$ cat config.mk
export PLATFORM = sky130hd
export DESIGN_NAME = deadline_timer_queue_core
export DESIGN_NICKNAME = d
export VERILOG_FILES = /design/src/hdl/dtq_pkg.sv /design/src/hdl/deadline_timer_queue_core.sv
export SDC_FILE = /design/constraint.sdc
export NUM_CORES = 2
export LEC_CHECK = 0
export BUFFER_PORTS_ARGS = -buffer_cell sky130_fd_sc_hd__buf_2
export CORE_ASPECT_RATIO = 1.5
export CORE_MARGIN = 4
export CORE_UTILIZATION = 60
export CTS_BUF_LIST = sky130_fd_sc_hd__clkbuf_4 sky130_fd_sc_hd__clkbuf_8
export DETAILED_ROUTE_END_ITERATION = 16
export HOLD_SLACK_MARGIN = 0.05
export PLACE_DENSITY_LB_ADDON = 0.1
export SYNTH_ARGS = -nofsm -noshare
export SYNTH_HDL_FRONTEND = slang
export SYNTH_SLANG_ARGS = --single-unit
$ cat constraint.sdc
create_clock -name clk -period 22.4 [get_ports clk]
set_input_delay 4.48 -clock clk [delete_from_list [all_inputs] [get_ports clk]]
set_output_delay 4.48 -clock clk [all_outputs]
set_load 0.005 [all_outputs]
$ cat src/hdl/dtq_pkg.sv
`default_nettype none
// ----------------------------------------------------------------------------
// dtq_pkg - shared types and codes for the deadline timer queue
// Request and result transfer formats, request functions and result kinds.
// ----------------------------------------------------------------------------
package dtq_pkg;

  localparam logic [1:0] FUNC_SCHEDULE   = 2'd0;
  localparam logic [1:0] FUNC_UNSCHEDULE = 2'd1;
  localparam logic [1:0] FUNC_UPDATE     = 2'd2;
  localparam logic [1:0] FUNC_RESET_ALL  = 2'd3;

  localparam logic [1:0] KIND_FIRED    = 2'd0;
  localparam logic [1:0] KIND_WAIT     = 2'd1;
  localparam logic [1:0] KIND_ACCEPTED = 2'd2;
  localparam logic [1:0] KIND_IGNORED  = 2'd3;

  typedef struct packed {
    logic [1:0]  func;
    logic [3:0]  task_id;
    logic [63:0] time_value;
    logic [63:0] idle_wait;
  } in_t;

  typedef struct packed {
    logic [1:0]  kind;
    logic [3:0]  fired_id;
    logic [63:0] wait_ticks;
    logic        last;
  } out_t;

endpackage
`default_nettype wire

$ cat src/hdl/deadline_timer_queue_core.sv
`default_nettype none
// ----------------------------------------------------------------------------
// deadline_timer_queue_core - deadline timer over a fixed set of task slots
// Schedule / unschedule / update / reset-all requests; update fires expired
// slots in deadline order (lower slot on ties) and then reports next wait.
// ----------------------------------------------------------------------------
//  channel | ports                          | direction
//  --------+--------------------------------+----------
//  request | in_valid, in_stall, in_data    | in
//  result  | out_valid, out_stall, out_data | out
//
// Schedule, unschedule and reset-all each give one result.
// An update makes one scan of the deadline RAM per result, reading one entry a
// cycle, then decides once the last read has been compared; the decision
// waits while the result side stalls.
// Armed bits live in flops cleared by reset; deadlines need no clearing.
// A request is taken while a result waits only if that result leaves too.
// ----------------------------------------------------------------------------
module deadline_timer_queue_core #(
  parameter int TASK_SLOTS = 16
) (
  input  wire            clk,
  input  wire            rst_n,
  input  wire            in_valid,
  output logic           in_stall,
  input  dtq_pkg::in_t   in_data,
  output logic           out_valid,
  input  wire            out_stall,
  output dtq_pkg::out_t  out_data
);

  localparam int SW = $clog2(TASK_SLOTS);
  localparam int CW = SW + 1;

  localparam logic [1:0] ST_IDLE   = 2'd0;
  localparam logic [1:0] ST_SCAN   = 2'd1;
  localparam logic [1:0] ST_DECIDE = 2'd2;

  logic [1:0]            state_r, state_nxt;
  logic [CW-1:0]         cnt_r, cnt_nxt;
  logic                  rd_pend_r, rd_pend_nxt;
  logic [SW-1:0]         rd_idx_r, rd_idx_nxt;
  logic                  found_r, found_nxt;
  logic [SW-1:0]         best_idx_r, best_idx_nxt;
  logic [63:0]           best_dl_r, best_dl_nxt;
  logic [63:0]           now_r, now_nxt;
  logic [63:0]           idle_r, idle_nxt;
  logic [TASK_SLOTS-1:0] armed_r, armed_nxt;
  logic                  out_valid_r, out_valid_nxt;
  dtq_pkg::out_t         out_data_r, out_data_nxt;

  // deadline RAM
  logic [63:0]   dl_mem [TASK_SLOTS];
  logic          mem_we;
  logic [SW-1:0] mem_waddr;
  logic [63:0]   mem_wdata;
  logic          mem_re;
  logic [SW-1:0] mem_raddr;
  logic [63:0]   rd_data_r;

  always_ff @(posedge clk) begin
    if (mem_we) begin
      dl_mem[mem_waddr] <= mem_wdata;
    end
    if (mem_re) begin
      rd_data_r <= dl_mem[mem_raddr];
    end
  end

  logic          in_xfer;
  logic          out_free;
  logic [31:0]   id_wide;
  logic          id_ok;
  logic [SW+3:0] id_ext;
  logic [SW-1:0] id_idx;
  logic          id_armed;
  logic [SW+3:0] fid_ext;
  logic          expired;
  logic [63:0]   wait_calc;

  assign out_free  = !out_valid_r || !out_stall;
  assign in_stall  = (state_r != ST_IDLE) || !out_free;
  assign in_xfer   = in_valid && !in_stall;
  assign out_valid = out_valid_r;
  assign out_data  = out_data_r;

  assign id_wide   = {28'd0, in_data.task_id};
  assign id_ok     = id_wide < 32'(TASK_SLOTS);
  assign id_ext    = {{SW{1'b0}}, in_data.task_id};
  assign id_idx    = id_ext[SW-1:0];
  assign id_armed  = id_ok && armed_r[id_idx];
  assign fid_ext   = {4'd0, best_idx_r};
  assign expired   = found_r && (best_dl_r <= now_r);
  assign wait_calc = found_r ? (best_dl_r - now_r) : idle_r;

  always_comb begin
    state_nxt     = state_r;
    cnt_nxt       = cnt_r;
    rd_pend_nxt   = 1'b0;
    rd_idx_nxt    = rd_idx_r;
    found_nxt     = found_r;
    best_idx_nxt  = best_idx_r;
    best_dl_nxt   = best_dl_r;
    now_nxt       = now_r;
    idle_nxt      = idle_r;
    armed_nxt     = armed_r;
    out_valid_nxt = out_valid_r && out_stall;
    out_data_nxt  = out_data_r;
    mem_we        = 1'b0;
    mem_waddr     = id_idx;
    mem_wdata     = in_data.time_value;
    mem_re        = 1'b0;
    mem_raddr     = cnt_r[SW-1:0];

    case (state_r)
      ST_IDLE: begin
        if (in_xfer) begin
          out_data_nxt.fired_id   = in_data.task_id;
          out_data_nxt.wait_ticks = 64'd0;
          out_data_nxt.last       = 1'b1;
          case (in_data.func)
            dtq_pkg::FUNC_SCHEDULE: begin
              out_valid_nxt = 1'b1;
              if (id_ok && !id_armed) begin
                armed_nxt[id_idx] = 1'b1;
                mem_we            = 1'b1;
                out_data_nxt.kind = dtq_pkg::KIND_ACCEPTED;
              end else begin
                out_data_nxt.kind = dtq_pkg::KIND_IGNORED;
              end
            end
            dtq_pkg::FUNC_UNSCHEDULE: begin
              out_valid_nxt = 1'b1;
              if (id_armed) begin
                armed_nxt[id_idx] = 1'b0;
                out_data_nxt.kind = dtq_pkg::KIND_ACCEPTED;
              end else begin
                out_data_nxt.kind = dtq_pkg::KIND_IGNORED;
              end
            end
            dtq_pkg::FUNC_RESET_ALL: begin
              out_valid_nxt         = 1'b1;
              armed_nxt             = '0;
              out_data_nxt.kind     = dtq_pkg::KIND_ACCEPTED;
              out_data_nxt.fired_id = 4'd0;
            end
            default: begin
              now_nxt   = in_data.time_value;
              idle_nxt  = in_data.idle_wait;
              cnt_nxt   = '0;
              found_nxt = 1'b0;
              state_nxt = ST_SCAN;
            end
          endcase
        end
      end

      ST_SCAN: begin
        // read one slot per cycle, compare the previous read
        if (cnt_r != CW'(TASK_SLOTS)) begin
          mem_re      = 1'b1;
          rd_pend_nxt = 1'b1;
          rd_idx_nxt  = cnt_r[SW-1:0];
          cnt_nxt     = cnt_r + CW'(1);
        end else if (!rd_pend_r) begin
          state_nxt = ST_DECIDE;
        end
        if (rd_pend_r && armed_r[rd_idx_r] && (!found_r || rd_data_r < best_dl_r)) begin
          found_nxt    = 1'b1;
          best_idx_nxt = rd_idx_r;
          best_dl_nxt  = rd_data_r;
        end
      end

      ST_DECIDE: begin
        if (out_free) begin
          out_valid_nxt = 1'b1;
          if (expired) begin
            armed_nxt[best_idx_r]   = 1'b0;
            out_data_nxt.kind       = dtq_pkg::KIND_FIRED;
            out_data_nxt.fired_id   = fid_ext[3:0];
            out_data_nxt.wait_ticks = 64'd0;
            out_data_nxt.last       = 1'b0;
            cnt_nxt                 = '0;
            found_nxt               = 1'b0;
            state_nxt               = ST_SCAN;
          end else begin
            out_data_nxt.kind       = dtq_pkg::KIND_WAIT;
            out_data_nxt.fired_id   = 4'd0;
            out_data_nxt.wait_ticks = wait_calc;
            out_data_nxt.last       = 1'b1;
            state_nxt               = ST_IDLE;
          end
        end
      end

      default: begin
        state_nxt = ST_IDLE;
      end
    endcase
  end

  always_ff @(posedge clk) begin
    if (!rst_n) begin
      state_r     <= ST_IDLE;
      cnt_r       <= '0;
      rd_pend_r   <= 1'b0;
      found_r     <= 1'b0;
      armed_r     <= '0;
      out_valid_r <= 1'b0;
    end else begin
      state_r     <= state_nxt;
      cnt_r       <= cnt_nxt;
      rd_pend_r   <= rd_pend_nxt;
      found_r     <= found_nxt;
      armed_r     <= armed_nxt;
      out_valid_r <= out_valid_nxt;
    end
  end

  always_ff @(posedge clk) begin
    rd_idx_r   <= rd_idx_nxt;
    best_idx_r <= best_idx_nxt;
    best_dl_r  <= best_dl_nxt;
    now_r      <= now_nxt;
    idle_r     <= idle_nxt;
    out_data_r <= out_data_nxt;
  end

  // fired results are never the final one of an update
  a_fired_not_last: assert property (@(posedge clk) disable iff (!rst_n)
    out_valid_r && out_data_r.kind == dtq_pkg::KIND_FIRED |-> !out_data_r.last)
    else $error("fired transfer marked last");

  // wait result always closes an update
  a_wait_last: assert property (@(posedge clk) disable iff (!rst_n)
    out_valid_r && out_data_r.kind == dtq_pkg::KIND_WAIT |-> out_data_r.last)
    else $error("wait transfer not marked last");

  // an accepted update starts a scan
  a_update_scans: assert property (@(posedge clk) disable iff (!rst_n)
    in_xfer && in_data.func == dtq_pkg::FUNC_UPDATE |=> state_r == ST_SCAN)
    else $error("update did not start scan");

  // the chosen slot is still armed when the decision is made
  a_best_armed: assert property (@(posedge clk) disable iff (!rst_n)
    state_r == ST_DECIDE && found_r |-> armed_r[best_idx_r])
    else $error("best slot not armed");

endmodule
`default_nettype wire

After elaboration in Yosys (flattened, before gate mapping)
Memories as Yosys holds them, arrays and structs flattened. A register that Yosys moved wholly into a read port is not among the register bits.
Index checks and enable logic that the tools add are counted.
{ "classes": {"add_sub_neg": 2, "n_lt_le_gt_ge": 8, "eq_ne": 16, "n_mux": 55, "bitwise": 6, "n_reduce_logical": 33} }
{ "ops": {"columns": ["cell", "n"], "rows": [
  ["2-to-1 mux 71 bit", 2],
  ["one-hot mux 71 bit (2 select lines)", 1],
  ["2-to-1 mux 16 bit", 5],
  ["2-to-1 mux 70 bit", 1],
  ["<= comparator 64 bit", 1],
  ["< comparator 64 bit", 1],
  ["2-to-1 mux 64 bit", 1],
  ["subtractor 64 bit", 1],
  ["one-hot mux 16 bit (3 select lines)", 1],
  ["AND 16 bit", 2],
  ["inverter 16 bit", 2],
  ["one-hot mux 16 bit (2 select lines)", 1],
  ["2-to-1 mux 5 bit", 5],
  ["2-to-1 mux 1 bit", 23],
  ["< comparator 4 x 5 -> 1 bit, second input constant", 4],
  ["!= test 2 bit, second input constant", 8],
  ["bitwise OR 16 bit", 1],
  ["one-hot mux 5 bit (3 select lines)", 1],
  ["one-hot mux 2 bit (3 select lines)", 2],
  ["AND reduction 6 bit", 2],
  ["2-to-1 mux 2 bit", 5],
  ["logical AND 1 bit", 9],
  ["binary-select mux 1 bit (select 4 bit)", 2],
  ["demux 1 bit (select 4 bit)", 2],
  ["other kinds (22)", 37]
]} }
{ "word_totals": {"reg_bits": 297, "ramBits": 1024, "output_inout_bits": 73, "wordCells": 136, "n_memories": 1} }
{ "memory_table": {"columns": ["name", "words", "word_bits", "read_ports", "rd_clocked_by_memory_dff", "write_ports", "line_no", "rtl"], "rows": [
  ["dl_mem", 16, 64, 1, 1, 1, "deadline_timer_queue_core.sv:53", "logic [63:0] dl_mem [TASK_SLOTS];"]
]} }

Depth between registers and ports, before layout
{ "depth": {"ltp_word": 11, "ltp_mapped": 15, "depth_no_buf": 14} }

Least setup slack after synthesis
Ideal clock, no wire load.
{ "synth_path": {"path_type": "input-to-reg", "startpoint": "in out_stall", "endpoint": "reg out_data_r (netlist bit out_data[69]), enable pin", "arrival_time_ns": 9.903, "slack_ns": 12.189, "stages": 3, "path_cell_list": "and2_1 nor3_1 o21a_1"} }
{ "synth_via": {"elab_chain_len": 8, "word_cells_on_any_way": 9, "cone_classes": "eq/ne (2); reduce/logical (7)"} }
{ "synth_rtl": {"columns": ["item", "line_no", "rtl"], "rows": [
  ["start, declared", "deadline_timer_queue_core.sv:28", "input wire out_stall,"],
  ["zero test 1 bit (*)", "deadline_timer_queue_core.sv:81", "assign out_free = !out_valid_r || !out_stall;"],
  ["logical OR 1 bit (*)", "deadline_timer_queue_core.sv:81", null],
  ["zero test 1 bit", "deadline_timer_queue_core.sv:82", "assign in_stall = (state_r != ST_IDLE) || !out_free;"],
  ["logical OR 1 bit", "deadline_timer_queue_core.sv:82", null],
  ["zero test 1 bit", "deadline_timer_queue_core.sv:83", "assign in_xfer = in_valid && !in_stall;"],
  ["logical AND 1 bit", "deadline_timer_queue_core.sv:83", null],
  ["!= test 2 bit (no line)", null, null],
  ["AND reduction 4 bit (no line) (*)", null, null],
  ["end signal, assigned", "deadline_timer_queue_core.sv:227", "out_data_r <= out_data_nxt;"],
  ["end, declared", "deadline_timer_queue_core.sv:50", "dtq_pkg::out_t out_data_r, out_data_nxt;"]
]} }
Every way passes the cells marked *; elsewhere a longest branch is shown, timed or not.
A chain may end at the register's enable or synchronous reset.

Worst setup path after layout
{ "layout_path": {"startpoint": "in out_stall", "endpoint": "out in_stall"} }
{ "layout_via": {"elab_chain_len": 4} }
{ "layout_rtl": {"columns": ["item", "line_no", "rtl"], "rows": [
  ["zero test 1 bit", "deadline_timer_queue_core.sv:81", null],
  ["logical OR 1 bit", "deadline_timer_queue_core.sv:81", null],
  ["zero test 1 bit", "deadline_timer_queue_core.sv:82", null],
  ["logical OR 1 bit", "deadline_timer_queue_core.sv:82", null],
  ["end, declared", "deadline_timer_queue_core.sv:25", "output logic in_stall,"]
]} }
Every way passes these cells.

==> reports/qor.txt <==
Worst-path cell chain -> buf_2 > and2_1 > nor3_1 > inv_1 > buf_2
Top-area cell type share of the netlist area -> 71.9%
Worst setup SP type -> primary input
Syn Inst Count -> 2974
Final setup TNS -> 0 ps
Unrepaired setup endpoints after global routing -> false
Top cell type by total area after synthesis -> edfxtp_1
Postcts setup bufs -> 0
First-iteration detailed-routing DRC count -> 3122
Final ANT Viol Nets -> 0
Largest family of logic cells by synthesized area -> multiplexers
Highest clock rate -> 102 MHz
First drt pass iteration count -> 8
Post-synthesis simple-gate area fraction -> 3.35%
Syn nets -> 3242
Synth Area in Adders -> 2.88%
Root Driver -> clkbuf_8
Tcrit/Tclk final -> 43.6%
Maximum root-to-sink buffer count -> 3
Yosys cell types -> 81
CP Class -> in2out
Syn avg cell area -> 19.1 sq um
Async SR Flop Fraction -> 0%
WL per Instance -> 28.7 um
TritonCTS Sinks -> 1385
Cell area after synthesis -> 0.0567 sq mm
Clock transition at path regs -> 60 ps
Vias per cell -> 6.34
Die X-Extent -> 259 um
FP Rows -> 137
Max_cap viols -> 0
Cell with the largest stage delay on the worst path -> nor3_1
Final core utilization -> 67.7%
Area Overhead vs Synth -> 11.4%
Starting Density -> 60.7%
Worst hold path type -> reg2reg
Layout Skew -> 51.7 ps
Crit path max fanout -> 5
Post-synth EDFFs -> 1359
Leak -> 0.0211 uW
I/O Pins -> 211
Pins Over Slew Limit -> 0
CP delay by family, top -> simple AND/OR/NAND/NOR gates
CTS tree -> done
WP buf/inv -> 3
Synth warnings -> 0
Initial antenna violation count -> 11
Layout cells sized above 1 -> 26.8%
WL final -> 135 mm
Die height -> 385 um
CTS Buf Count -> 195
CP dominant cell by count -> buf_2
Final hold slack -> 449 ps
Tmin final -> 9770 ps
CP endpoint kind -> output pin
Crit-path max cell delay -> 270 ps
Core area -> 0.0934 sq mm
Largest cells by area after synthesis -> edfxtp_1, mux4_2, ha_1
Register area -> 0.0413 sq mm
H-tree levels -> 4
Post-layout nets -> 3564
Die area -> 0.0997 sq mm
Setup violators final -> 0
GP Congestion -> 0.890
Largest net degree at the start of global routing -> 86
Final hold viol count -> 0
Pwr Density -> 80.6 mW/mm^2
Drt drc -> 0
Resized Gates After CTS -> 0
Sequential element share of the synthesized area -> 72.8%
# hold bufs at CTS -> 0
Synth Register Bits -> 1385
Fillers -> 6112
Most common flop cell mapped by yosys -> edfxtp_1
Vias in the first global route -> 30900
Gr usage total -> 27.7%
Relative slew margins -> 19.6%
Worst EP required -> 17920 ps
Compound-Gate Fraction of Synth Area -> 4.37%
Gr ovfl total -> 0
Post-Synth XOR/XNOR Area -> 0.833%
Worst Tran Pin Value -> 1200 ps
Port Buffer Count -> 210
Total number of vias -> 29800
Multi-input gate area -> 0.0145 sq mm
Post-synthesis mux area share -> 13.9%
Clk_lat worst skew -> 880 ps
Worst Path Arrival -> 5290 ps
Outcome -> complete, no violations
First-pass GRT wire length -> 201 mm
Post-DP HPWL -> 82.3 mm
Worst vdd ir -> 0.0657 mV
-- placed cells by master (no fill, tap or decap), types with 18 or more instances in the layout --
cell type  synthesis  layout
edfxtp_1        1359    1359
mux4_2           330     330
buf_2             13     210
clkbuf_8           0     198
inv_1            151     150
ha_1             129     129
nor2_1           131     113
a21oi_1           98      98
a21o_1            78      78
nand2_1           76      76
o21ai_0           61      61
clkbuf_4           0      54
clkinv_1           0      51
mux2i_1           41      41
nand4_1           40      40
buf_4              0      37
xnor2_1           34      34
nand3_1           28      28
dfxtp_1           26      21
nor2b_1           20      20
xor2_1            20      20
clkinv_2           0      20
nand2b_1          18      18
-- where the power goes --
part / switching (uW) / internal, uW / leakage (uW) / total, uW
clock: 939 / 1020 / 0.00201 / 1960
combinational: 141 / 104 / 0.00658 / 245
sequential: 15.6 / 2870 / 0.0125 / 2890
-- final timing paths --
check | start | endpoint | slack (ps) | cells after the start
worst max-delay path | out_stall | in_stall | 12630 | 5
worst min register to register | rd_data_r[8] | best_dl_r[8] | 450 | 0
worst max register to register | best_dl_r[12] | out_data[53] | 17620 | 13
worst min-delay path | rd_data_r[8] | best_dl_r[8] | 450 | 0
-- cells in the mapped netlist (all sizes together), types with 5 or more instances --
cell type and instances:
o211ai 17, a311o 7, mux4 330, clkbuf 80
nor4 5, nand2 76, nand3 28, nor3 19
or2 5, o311ai 5, o21a 14, a211oi 7
o31a 5, a31oi 16, inv 151, nand4 40
nand2b 19, edfxtp 1359, nand3b 6, xor2 20
o21ai 75, o21bai 6, nor2b 20, xnor2 34
buf 43, nor2 131, and3 12, ha 129
and2 10, dfxtp 26, a21oi 100, mux2i 41
a21o 79
-- cell families (layout without fill, tap and decap cells) --
group	after synthesis	count (layout)
multiplexers	374	374
buffers and inverters	274	747
flip-flops	1385	1385
AND/OR/NAND/NOR	388	388
adder cells (fa/ha/maj)	130	130
other	0	3
XOR/XNOR	54	54
AO/OA/AOI/OAI	369	369
-- metrics by stage --
stage / cell area (sq um) / worst slack [ps] / cells / power [uW]
after floorplan: 56700 / 12190 / 2974 / 3090
after detailed placement: 59300 / 12640 / 4350 / 3190
after CTS: 63200 / 12640 / 4698 / 5140
after global placement: 59300 / 12640 / 4350 / 3180
final: 63200 / 12630 / 4701 / 5090
after global routing: 63200 / 12550 / 4701 / 5280
-- layer usage --
layer / up-vias / routed length, um / global-route usage (%)
met5: - / 48 / 0
met4: 8 / 3740 / 8.62
met3: 241 / 11100 / 5.26
met2: 1439 / 67700 / 45.5
met1: 15400 / 52600 / 38.5
li1: 12700 / - / -
-- area by class of cell --
class / count / share of cell area [%]
Multi-Input combinational cell: 1315 / 23.0
Clock buffer: 252 / 4.95
Tap cell: 1251 / 2.48
Antenna cell: 3 / 0.0119
Sequential cell: 1385 / 65.4
Inverter: 151 / 0.905
Clock inverter: 96 / 1.14
Timing Repair Buffer: 248 / 2.13
-- state kept, by name, indices dropped and copies added (netlist names) --
signal / cells
dl_mem: 1024
out_data: 71
best_dl_r: 64
idle_r: 64
now_r: 64
rd_data_r: 64
armed_r: 16
cnt_r: 5
best_idx_r: 4
rd_idx_r: 4
state_r: 2
found_r: 1
out_valid: 1
rd_pend_r: 1
Power figures use the tool's default switching activity.
